## config.mk

```make
export PLATFORM = sky130hd
export DESIGN_NAME = lcapt_ctrl
export DESIGN_NICKNAME = d
export VERILOG_FILES = /design/src/rtl/lcapt_pkg.sv /design/src/rtl/lcapt_ctrl.sv
export SDC_FILE = /design/constraint.sdc
export NUM_CORES = 1
export LEC_CHECK = 0
export CORE_AREA = 2 2 39 41
export CTS_BUF_LIST = sky130_fd_sc_hd__clkbuf_4
export DETAILED_ROUTE_END_ITERATION = 7
export DIE_AREA = 0 0 41 43
export DONT_BUFFER_PORTS = 1
export HOLD_SLACK_MARGIN = 0.05
export PLACE_DENSITY = 0.32
export SYNTH_ARGS = -nofsm -noshare
export SYNTH_HDL_FRONTEND = slang
export SYNTH_SLANG_ARGS = --single-unit
```

## constraint.sdc

```tcl
create_clock -name clk -period 2.9 [get_ports clk]
set_clock_uncertainty 0.2 [all_clocks]
set_input_delay 0.145 -clock clk [delete_from_list [all_inputs] [get_ports clk]]
set_output_delay 0.145 -clock clk [all_outputs]
set_load 0.03 [all_outputs]
```

## src/rtl/lcapt_pkg.sv

```systemverilog
`default_nettype none
// ----------------------------------------------------------------------------
// lcapt_pkg
// Shared types, codes and sizes for the parent-table LCA engine.
// ----------------------------------------------------------------------------
package lcapt_pkg;

    localparam int MAX_NODES = 1024;
    localparam int NODE_W    = 10;
    localparam int AW        = $clog2(MAX_NODES);

    // operation codes carried in func
    localparam logic [1:0] FUNC_CLEAR = 2'd0;
    localparam logic [1:0] FUNC_LINK  = 2'd1;
    localparam logic [1:0] FUNC_QUERY = 2'd2;

    // query_status codes
    localparam logic [1:0] STATUS_FOUND = 2'd0;
    localparam logic [1:0] STATUS_SPLIT = 2'd1;
    localparam logic [1:0] STATUS_LIMIT = 2'd2;

    typedef enum logic [2:0] {
        ST_INIT,
        ST_IDLE,
        ST_CLEAR,
        ST_WALK,
        ST_CHECK,
        ST_RELOAD,
        ST_ALIGN,
        ST_DONE
    } lcapt_state_t;

    typedef struct packed {
        logic sweep_step;
        logic sweep_clear;
        logic link_wr;
        logic load_query;
        logic walk;
        logic reload;
        logic align;
        logic out_load;
    } lcapt_cmd_t;

    typedef struct packed {
        logic sweep_end;
        logic walk_done;
        logic check_pass;
        logic align_done;
        logic out_free;
    } lcapt_stat_t;

endpackage
`default_nettype wire

```

## src/rtl/lcapt_ctrl.sv

```systemverilog
`default_nettype none
// ----------------------------------------------------------------------------
// lcapt_ctrl
// Sequencer: table sweeps, link writes and the query walk/align phases.
// ----------------------------------------------------------------------------
module lcapt_ctrl
    import lcapt_pkg::*;
(
    input  wire logic        clk,
    input  wire logic        rst_n,
    input  wire logic        in_valid,
    input  wire logic [1:0]  func,
    input  wire lcapt_stat_t stat,
    output logic             in_stall,
    output lcapt_cmd_t       cmd
);

    lcapt_state_t state_reg;
    lcapt_state_t state_next;

    always_ff @(posedge clk or negedge rst_n)
    begin
        if (!rst_n)
        begin
            state_reg <= ST_INIT;
        end
        else
        begin
            state_reg <= state_next;
        end
    end

    always_comb
    begin
        state_next = state_reg;
        case (state_reg)
            ST_INIT:
            begin
                if (stat.sweep_end)
                begin
                    state_next = ST_IDLE;
                end
            end
            ST_IDLE:
            begin
                if (in_valid)
                begin
                    case (func)
                        FUNC_CLEAR: state_next = ST_CLEAR;
                        FUNC_QUERY: state_next = ST_WALK;
                        default:    state_next = ST_IDLE;
                    endcase
                end
            end
            ST_CLEAR:
            begin
                if (stat.sweep_end)
                begin
                    state_next = ST_IDLE;
                end
            end
            ST_WALK:
            begin
                if (stat.walk_done)
                begin
                    state_next = ST_CHECK;
                end
            end
            ST_CHECK:  state_next = stat.check_pass ? ST_RELOAD : ST_DONE;
            ST_RELOAD: state_next = ST_ALIGN;
            ST_ALIGN:
            begin
                if (stat.align_done)
                begin
                    state_next = ST_DONE;
                end
            end
            ST_DONE:
            begin
                if (stat.out_free)
                begin
                    state_next = ST_IDLE;
                end
            end
            default:   state_next = ST_INIT;
        endcase
    end

    always_comb
    begin
        cmd      = '0;
        in_stall = 1'b1;
        case (state_reg)
            ST_INIT:   cmd.sweep_step = 1'b1;
            ST_IDLE:
            begin
                in_stall = 1'b0;
                if (in_valid)
                begin
                    case (func)
                        FUNC_CLEAR: cmd.sweep_clear = 1'b1;
                        FUNC_LINK:  cmd.link_wr     = 1'b1;
                        FUNC_QUERY: cmd.load_query  = 1'b1;
                        default:    cmd             = '0;
                    endcase
                end
            end
            ST_CLEAR:  cmd.sweep_step = 1'b1;
            ST_WALK:   cmd.walk       = 1'b1;
            ST_CHECK:  cmd            = '0;
            ST_RELOAD: cmd.reload     = 1'b1;
            ST_ALIGN:  cmd.align      = 1'b1;
            ST_DONE:   cmd.out_load   = stat.out_free;
            default:   cmd            = '0;
        endcase
    end

endmodule
`default_nettype wire

```

==> results of run 1 <==
[layer usage]
metal,track usage,vias to the layer above,part of all wire
li1,-,152,-
met1,0.116,132,0.43
met2,0.147,14,0.46
met3,0.0209,0,0.10
met4,0.0400,0,0
met5,0,-,0
[critical path: stages (launching register included)]
cell and delay [ps]:
dfrtp_1 550, nand2_1 170, o221ai_1 260, dlygate4sd3_1 590, nand2_1 60, dlygate4sd3_1 550
[metrics by stage]
step	hold WS, ps	std cells	setup WS, ps	power, mW
floorplan	-351	37	896	0.337
global placement	-351	54	1200	0.369
detailed placement	-351	54	1170	0.370
CTS	98.8	64	383	0.483
global route	104	64	248	0.517
finish	97.5	64	391	0.477
[how the worst min path moves through the flow]
| stage | end | slack, ps | from |
|---|---|---|---|
| after floorplan | state_reg[0] | -350 | rst_n |
| after global placement | state_reg[0] | -350 | rst_n |
| after detailed placement | state_reg[0] | -350 | rst_n |
| after CTS | state_reg[1] | 100 | stat[0] |
| after global routing | state_reg[1] | 100 | stat[0] |
| final | state_reg[1] | 100 | stat[0] |
[cell families after synthesis]
family / count (synthesis)
and+or+nand+nor: 17
AOI/OAI and AO/OA: 9
buffers and inverters: 6
DFF: 3
muxes: 2
[area by class of cell]
| cell class | count | area (sq um) |
|---|---|---|
| multi-input cells | 28 | 174 |
| flip-flops and latches | 3 | 75.1 |
| clock buffers | 4 | 30.0 |
| repair buffers | 9 | 82.6 |
| well taps | 16 | 20.0 |
| fillers | 157 | 987 |
| inverters | 4 | 15.0 |
[cell usage in the layout, fill, tap and decap left out, types with 2 or more instances in the layout]
master / n
nor3b_1: 2
dfrtp_1: 3
clkbuf_4: 4
nor2_1: 6
mux2_4: 2
nand2_1: 5
a21oi_1: 2
dlygate4sd3_1: 6
nor3_1: 2
o21ai_0: 2
buf_4: 3
inv_1: 3
[power groups by stage]
stage / Sequential, mW / Combinational [mW] / Clock, mW
floorplan: 0.0835 / 0.253 / 0
global placement: 0.119 / 0.250 / 0
detailed placement: 0.121 / 0.249 / 0
CTS: 0.120 / 0.281 / 0.0813
global route: 0.128 / 0.300 / 0.0885
finish: 0.120 / 0.277 / 0.0794
[cell usage after synthesis, drive strengths merged]
cell    n
nor2    6
nand2   5
inv     4
dfrtp   3
o21ai   3
a21oi   2
mux2    2
nor3    2
nor3b   2
a31oi   1
and3    1
buf     1
clkbuf  1
nand3b  1
o211ai  1
o221ai  1
o22ai   1
[timing repair]
action / in CTS / in global routing
hold buffers: 6 / 0
hold endpoints to repair: 5 / 0
endpoints found under the setup margin: 0 / 0
==> flow_metrics.env, run 1 <==
export IMPL_final_hold_violation_count=0
export IMPL_clock_insertion_delay_worst_skew_ps=220
export IMPL_vdd_drop_max_uv=277
export IMPL_cts_htree_levels=1
export IMPL_arrival_ps=2410
export IMPL_crit_path_start="state_reg[2]"
export IMPL_max_clock_freq_mhz=399
export IMPL_post_synth_fa_ha_maj_area_fraction=0
export IMPL_drt_pass1_iter_count=1
export IMPL_tightestPinTransition_ps=610
export IMPL_clock_tree_from_tritoncts="done"
export IMPL_synth_top_area_cell="dfrtp_1"
export IMPL_power_density_mw_per_mm2=1200
export IMPL_min_path_type="in -> reg"
export IMPL_rrSetupSlack_ps=390
export IMPL_path_type_of_the_worst_setup_path="reg -> reg"
export IMPL_dominant_combinational_cell_family_by_area_after_synthesis="simple AND/OR/NAND/NOR gates"
export IMPL_reg2reg_depth=5
export IMPL_finalSetupTns_ps=0
export IMPL_power_switching_share=0.486
export IMPL_drv_cap=0
export IMPL_globalRoute_totalOverflow=0
export IMPL_p_clk_frac=0.167
export IMPL_ys_seq_elements=3
export IMPL_power_internal_mw=0.245
export IMPL_initial_antenna_violation_count=0
export IMPL_share_of_power_burned_in_registers=0.251
export IMPL_layout_drive_gt1_share=0.250
export IMPL_numClockSinks=3
export IMPL_fp_dieH_um=43
export IMPL_largest_register_ffs=3
export IMPL_routability_cong=0.680
export IMPL_timing_rr_end="state_reg[0]"
export IMPL_coreArea_sq_mm=0.00138
export IMPL_synth_top_area_share=0.269
export IMPL_utilization=0.287
export IMPL_ys_seq_area_frac=0.269
export IMPL_holdPathStages=3
export IMPL_muxShareOfSynthArea=0.108
export IMPL_portbufs=0
export IMPL_relSlewSlack=0.592
export IMPL_global_route_usage_over_all_layers=0.0934
export IMPL_rows=14
export IMPL_die_width_um=41
export IMPL_cp_data_required_time_ps=2800
export IMPL_ctsResizeCount=0
export IMPL_drtAntennaViolNets=0
export IMPL_clk_transition_reported_paths_ps=30
export IMPL_p_leak_nw=0.175
export IMPL_setup_viol=0
export IMPL_postSynthNetCount=47
export IMPL_p_r_area_growth_vs_syn_pct=42.2
export IMPL_outcome="finished, final reports clean"
export IMPL_post_route_period_util=0.865
export IMPL_power_dissipated_by_switching_net_loads_mw=0.231
export IMPL_cts_buffer_depth=2
export IMPL_start_util=0.202
export IMPL_setup_repair_after_global_routing_missed_its_margin="false"
export IMPL_cell_area_synth_sq_um=279
export IMPL_drt_total_wl_um=744
export IMPL_detail_route_wl_per_cell_um=11.6
export IMPL_cts_made_buffers=3
export IMPL_detailroute_via_count=298
export IMPL_buffer_type_at_the_clock_tree_root="clkbuf_4"
export IMPL_timing_critical_path_from_type="register"
export IMPL_period_minus_slack_ps=2510
export IMPL_number_of_diodes=0
export IMPL_first_global_vias=289
export IMPL_synth_compound_gate_area_share=0.229
export IMPL_design_portCount=19
export IMPL_r2r_start="state_reg[2]"
export IMPL_critical_path_endpoint="state_reg[0]"
export IMPL_via_per_inst=4.66
export IMPL_synth_yosys_warnings=0
export IMPL_grt_start_max_net_pins=14
export IMPL_synth_distinct_cells=19
export IMPL_most_area_consuming_cells_after_synthesis="dfrtp_1 27%, mux2_4 11%, nor2_1 8.1%, nand2_1 6.7%, nor3b_1 5.4%"
export IMPL_drt_iter0_markers=0
export IMPL_final_instance_area_sq_um=397
export IMPL_grt_first_pass_wirelength_um=1130
export IMPL_power_share_combinational=0.582
export IMPL_slew_violations=0
export IMPL_final_net_count=59
export IMPL_area_enclosed_by_the_die_boundary_sq_mm=0.00176
export IMPL_setup_worst_path_end_class="register"
export IMPL_dpl_instance_area_sq_um=307
export IMPL_half_perimeter_wire_length_after_placement_um=597
export IMPL_post_synth_xor_area_fraction=0
export IMPL_postCtsSetupRepairBufs=0
export IMPL_avgSynthCellArea_sq_um=7.54
export IMPL_cp_max_fo=13
export IMPL_synthCells=37
export IMPL_drt_drc_violations_left=0
export IMPL_post_synth_and_or_nand_nor_area_fraction=0.287
No activity file was read; power rests on OpenSTA's default activity.
==> run 2: changes to the inputs <==
- ABC_AREA: unset -> 1
- CAP_MARGIN: unset -> 20
- CTS_BUF_LIST: sky130_fd_sc_hd__clkbuf_4 -> sky130_fd_sc_hd__clkbuf_8 sky130_fd_sc_hd__clkbuf_16
- PLACE_DENSITY: 0.32 -> 0.36
==> run 2 against run 1 <==
Effect of this change: highest routed layer unchanged; cell area is 12% higher; non-clock buffer count is 2 lower; first-iteration DRC count is 4 higher; clock power is 44% higher.
==> flow_metrics.env, run 2 <==
export IMPL_arrival_ps=1520
export IMPL_synth_top_area_cell="dfrtp_1"
export IMPL_drt_iter0_markers=4
export IMPL_tightestPinTransition_ps=888
export IMPL_grt_start_max_net_pins=9
export IMPL_power_internal_mw=0.225
export IMPL_drv_cap=0
export IMPL_most_area_consuming_cells_after_synthesis="dfrtp_1 23%, nand2_1 13%, inv_1 12%, nand3_1 9.2%, nor3_1 6.2%"
export IMPL_drtAntennaViolNets=0
export IMPL_ys_seq_area_frac=0.231
export IMPL_drt_pass1_iter_count=3
export IMPL_synth_yosys_warnings=0
export IMPL_avgSynthCellArea_sq_um=6.02
export IMPL_cts_made_buffers=3
export IMPL_layout_setup_ws_ps=1040
export IMPL_drt_drc_violations_left=0
export IMPL_synth_most_common_cell="nand2_1"
export IMPL_ctsResizeCount=0
export IMPL_cts_buffer_depth=2
export IMPL_synthCells=54
export IMPL_min_path_type="in -> reg"
export IMPL_synth_ff_type="dfrtp_1"
export IMPL_cpLargestDelayFamily="simple AND/OR/NAND/NOR gates"
export IMPL_fillCellCount=164
export IMPL_clk_transition_reported_paths_ps=30
export IMPL_finalSetupTns_ps=0
export IMPL_drt_total_wl_um=767
export IMPL_initial_antenna_violation_count=0
export IMPL_start_util=0.235
export IMPL_setup_viol=0
export IMPL_clock_tree_from_tritoncts="done"
export IMPL_dpl_worst_slack_ps=1180
export IMPL_cp_max_fo=8
export IMPL_synth_distinct_cells=19
export IMPL_portbufs=0
export IMPL_slew_violations=0
export IMPL_synth_top_area_share=0.231
export IMPL_mostFrequentLayoutCells="11 x nand2_1, 11 x inv_1, 6 x nand3_1, 4 x nor3_1, 4 x dlygate4sd3_1"
export IMPL_design_portCount=19
export IMPL_fin_hold_ws_ps=56.6
export IMPL_max_stage_delay_ps=690
export IMPL_period_minus_slack_ps=1860
export IMPL_buffer_type_at_the_clock_tree_root="clkbuf_8"
export IMPL_rows=14
export IMPL_critPathSlowestCell="nor3_1"
export IMPL_power_share_combinational=0.551
export IMPL_muxShareOfSynthArea=0
export IMPL_routability_cong=0.644
export IMPL_largest_register_ffs=3
export IMPL_number_of_diodes=0
export IMPL_holdBufCountCts=4
export IMPL_outcome="finished, final reports clean"
export IMPL_relSlewSlack=0.404
export IMPL_cp_data_required_time_ps=2560
export IMPL_timing_critical_path_cells="nand2_1, nor3_1"
export IMPL_synthTopCellsByCount="11 x nand2_1, 10 x inv_1, 6 x nand3_1, 4 x nor3_1"
export IMPL_via_per_inst=4.43
export IMPL_p_leak_nw=0.259
export IMPL_share_of_power_burned_in_registers=0.205
export IMPL_final_hold_violation_count=0
export IMPL_power_dissipated_by_switching_net_loads_mw=0.242
export IMPL_layout_drive_gt1_share=0.250
export IMPL_cell_area_synth_sq_um=325
export IMPL_ys_seq_elements=3
export IMPL_coreArea_sq_mm=0.00138
export IMPL_die_width_um=41
export IMPL_max_clock_freq_mhz=537
export IMPL_postSynthNetCount=64
export IMPL_post_route_period_util=0.642
export IMPL_synth_compound_gate_area_share=0.0962
export IMPL_synth_edf_count=0
export IMPL_post_layout_total_power_mw=0.468
export IMPL_setup_worst_path_end_class="output pin"
export IMPL_p_r_area_growth_vs_syn_pct=36.9
export IMPL_worst_path_buffer_plus_inverter_count=0
export IMPL_detailroute_via_count=354
export IMPL_global_route_usage_over_all_layers=0.101
export IMPL_final_net_count=75
export IMPL_p_clk_frac=0.244
export IMPL_path_type_of_the_worst_setup_path="reg -> out"
export IMPL_power_density_mw_per_mm2=1050
export IMPL_vdd_drop_max_uv=272
export IMPL_post_synth_xor_area_fraction=0
export IMPL_dominant_combinational_cell_family_by_area_after_synthesis="simple AND/OR/NAND/NOR gates"
export IMPL_grt_first_pass_wirelength_um=1210
export IMPL_first_global_vias=317
export IMPL_post_synth_and_or_nand_nor_area_fraction=0.500
export IMPL_clock_insertion_delay_worst_skew_ps=210
export IMPL_detail_route_wl_per_cell_um=9.59
export IMPL_globalRoute_totalOverflow=0
export IMPL_setup_repair_after_global_routing_missed_its_margin="false"
export IMPL_cts_htree_levels=1
export IMPL_numClockSinks=3
export IMPL_timing_critical_path_from_type="register"
export IMPL_post_synth_fa_ha_maj_area_fraction=0
export IMPL_fp_dieH_um=43
export IMPL_synth_async_sr_flop_share=1.00
export IMPL_power_switching_share=0.518
export IMPL_area_enclosed_by_the_die_boundary_sq_mm=0.00176
export IMPL_postCtsSetupRepairBufs=0
export IMPL_half_perimeter_wire_length_after_placement_um=648
run 2: worst paths after layout:
kind	from	endpoint	slack, ps	cells past startpoint
setup / recovery	state_reg[1]	cmd[0]	1040	2
min in group asynchronous	rst_n	state_reg[2]	520	2
setup reg to reg	state_reg[2]	state_reg[2]	1190	6
max in group asynchronous	rst_n	state_reg[0]	1840	2
hold reg to reg	state_reg[0]	state_reg[0]	560	3
hold / removal	stat[3]	state_reg[1]	60	5
run 2: tightest hold or removal path, delay by kind of cell:
kind / cells / cell delay [ps]
and+or+nand+nor: 3 / 190
AOI/OAI and AO/OA: 1 / 60
buffers and inverters: 1 / 30
run 2: stage by stage:
stage / util / area, sq um / std cells
floorplan: - / 325 / 54
global placement: 0.260 / 360 / 72
detailed placement: 0.260 / 360 / 72
CTS: 0.322 / 445 / 80
global route: 0.322 / 445 / 80
finish: 0.322 / 445 / 80
run 2: cell type report:
class,count,area (sq um),share of cell area
multi-input combinational,37,194,0.435
sequential,3,75.1,0.169
timing repair buffer,7,62.6,0.140
inverter,13,48.8,0.110
clock buffer,3,41.3,0.0927
tap,16,20.0,0.0449
clock inverter,1,3.75,0.00843
run 2: power groups by stage:
stage / Clock [mW] / Sequential, mW / Combinational [mW]
2_1_floorplan: 0 / 0.0780 / 0.237
3_3_place_gp: 0 / 0.0976 / 0.258
3_5_place_dp: 0 / 0.0963 / 0.256
4_1_cts: 0.117 / 0.0958 / 0.262
5_1_grt: 0.123 / 0.101 / 0.284
6_report: 0.114 / 0.0960 / 0.258
run 2: logic make-up (layout without fill, tap and decap cells):
group | count (synthesis) | count (layout)
AO/OA/AOI/OAI | 5 | 5
buffers and inverters | 14 | 24
flip-flops | 3 | 3
AND/OR/NAND/NOR | 32 | 32
run 2: per-layer routing:
layer | GRT usage | up-vias | routed length [um]
met5 | 0 | - | 0
met4 | 0.0200 | 0 | 0
met3 | 0.0576 | 0 | 48
met2 | 0.153 | 11 | 369
met1 | 0.120 | 156 | 350
li1 | - | 187 | -
==> run 3: changes to the inputs <==
- ABC_AREA: 1 -> 0
- PLACE_DENSITY: 0.36 -> 0.32
- clock period: 2.9 -> 1.74 ns (I/O delays scaled with it)
==> run 3 against run 2 <==
Effect of this change: die area unchanged; setup slack got worse by 970 ps; critical path depth increased by 3.
==> flow_metrics.env, run 3 (synthesis gave the netlist of run 1 again) <==
export IMPL_outcome="finished, final reports clean"
export IMPL_setup_viol=0
export IMPL_critPathSlowestCell="dfrtp_2"
export IMPL_coreArea_sq_mm=0.00138
export IMPL_detailroute_via_count=335
export IMPL_clock_insertion_delay_worst_skew_ps=210
export IMPL_detail_route_wl_per_cell_um=11.4
export IMPL_cpLargestDelayFamily="flip-flops"
export IMPL_cts_htree_levels=1
export IMPL_power_density_mw_per_mm2=1870
export IMPL_period_minus_slack_ps=1670
export IMPL_timing_critical_path_cells="buf_6, nor3_4, nand2_2, nor3b_2, buf_4"
export IMPL_area_enclosed_by_the_die_boundary_sq_mm=0.00176
export IMPL_initial_antenna_violation_count=0
export IMPL_relSlewSlack=0.792
export IMPL_finalSetupTns_ps=0
export IMPL_start_util=0.202
export IMPL_setup_repair_after_global_routing_missed_its_margin="true"
export IMPL_portbufs=0
export IMPL_mostFrequentLayoutCells="10 x buf_4, 8 x dlygate4sd3_1, 6 x nor2_1, 4 x nand2_1, 4 x inv_1"
export IMPL_clock_tree_from_tritoncts="done"
export IMPL_global_route_usage_over_all_layers=0.115
export IMPL_number_of_diodes=0
export IMPL_timing_critical_path_from_type="register"
export IMPL_numClockSinks=3
export IMPL_path_depth=5
export IMPL_drt_pass1_iter_count=3
export IMPL_p_leak_nw=0.240
export IMPL_path_type_of_the_worst_setup_path="reg -> out"
export IMPL_die_width_um=41
export IMPL_max_stage_delay_ps=440
export IMPL_cp_max_fo=7
export IMPL_arrival_ps=1380
export IMPL_half_perimeter_wire_length_after_placement_um=652
export IMPL_routability_cong=0.740
export IMPL_postCtsSetupRepairBufs=0
export IMPL_final_net_count=69
export IMPL_final_hold_violation_count=0
export IMPL_post_route_period_util=0.960
export IMPL_r2r_start="state_reg[1]"
export IMPL_grt_first_pass_wirelength_um=1260
export IMPL_p_r_area_growth_vs_syn_pct=87.0
export IMPL_via_per_inst=4.53
export IMPL_tightestPinTransition_ps=313
export IMPL_design_portCount=19
export IMPL_worst_path_buffer_plus_inverter_count=2
export IMPL_cts_buffer_depth=2
export IMPL_drtAntennaViolNets=0
export IMPL_drt_total_wl_um=845
export IMPL_vdd_drop_max_uv=650
export IMPL_grt_start_max_net_pins=9
export IMPL_cts_made_buffers=3
export IMPL_layout_commonest_cell="buf_4"
export IMPL_largest_register_ffs=3
export IMPL_fp_dieH_um=43
export IMPL_reg2reg_depth=4
export IMPL_max_clock_freq_mhz=599
export IMPL_buffer_type_at_the_clock_tree_root="clkbuf_8"
export IMPL_rows=14
export IMPL_drv_cap=0
export IMPL_first_global_vias=313
export IMPL_drt_iter0_markers=3
export IMPL_min_path_type="in -> reg"
export IMPL_holdPathStages=4
export IMPL_crit_path_start="state_reg[1]"
export IMPL_cp_data_required_time_ps=1450
export IMPL_drt_drc_violations_left=0
export IMPL_globalRoute_totalOverflow=0
export IMPL_clk_transition_reported_paths_ps=30
export IMPL_slew_violations=0
export IMPL_setup_worst_path_end_class="output pin"
export IMPL_worstHoldStart="func[1]"
export IMPL_post_layout_total_power_mw=0.973
export IMPL_layout_drive_gt1_share=0.431
==> run 3: per-layer routing <==
metal	up-vias	GRT usage	wire (um)
li1	171	-	-
met1	147	0.134	364
met2	15	0.147	410
met3	2	0.0419	50
met4	0	0.120	19
met5	-	0	0
==> run 3: power by group <==
group	internal, mW	leakage, nW	switching (mW)
logic	0.278	0.180	0.323
registers	0.113	0.0327	0.0646
clock network	0.150	0.0269	0.0441
==> run 3: worst reg2reg max path: cells and delay by family (launching register included) <==
kind               cells  cell delay, ps
muxes                  2             610
DFF                    1             440
AOI/OAI and AO/OA      2             190
==> run 3: repair_timing <==
action                                 4_1_cts  5_1_grt
setup endpoints to repair                    3        3
endpoints found under the hold margin        6        0
hold buffers                                 8        0
gates resized for setup                      3        3
pin swaps                                    0        0
==> run 3: final cells by class <==
class                   count  area (sq um)
clock buffers               3          41.3
clock inverters             1          3.75
fillers                   151           862
inverters                   4          15.0
multi-input cells          28           198
flip-flops and latches      3          77.6
well taps                  16          20.0
repair buffers             19           166
==> run 3: per-stage QoR <==
stage / util / setup WS, ps / hold slack [ps] / std cells / cell area [sq um]
finish: 0.377 / 69.7 / 51.8 / 74 / 522
global route: 0.377 / -5.15 / 114 / 74 / 522
CTS: 0.372 / 17.6 / 54.1 / 74 / 514
detailed placement: 0.272 / 89.5 / -408 / 62 / 377
global placement: 0.272 / 121 / -408 / 62 / 377
floorplan: - / 56.1 / -409 / 37 / 289
==> run 3: worst paths after layout <==
check                      slack (ps)            to
max                                70        cmd[4]
max reg2reg                       170  state_reg[1]
min in group asynchronous         470  state_reg[1]
min reg2reg                       420  state_reg[1]
max in group asynchronous         710  state_reg[2]
min                                50  state_reg[0]
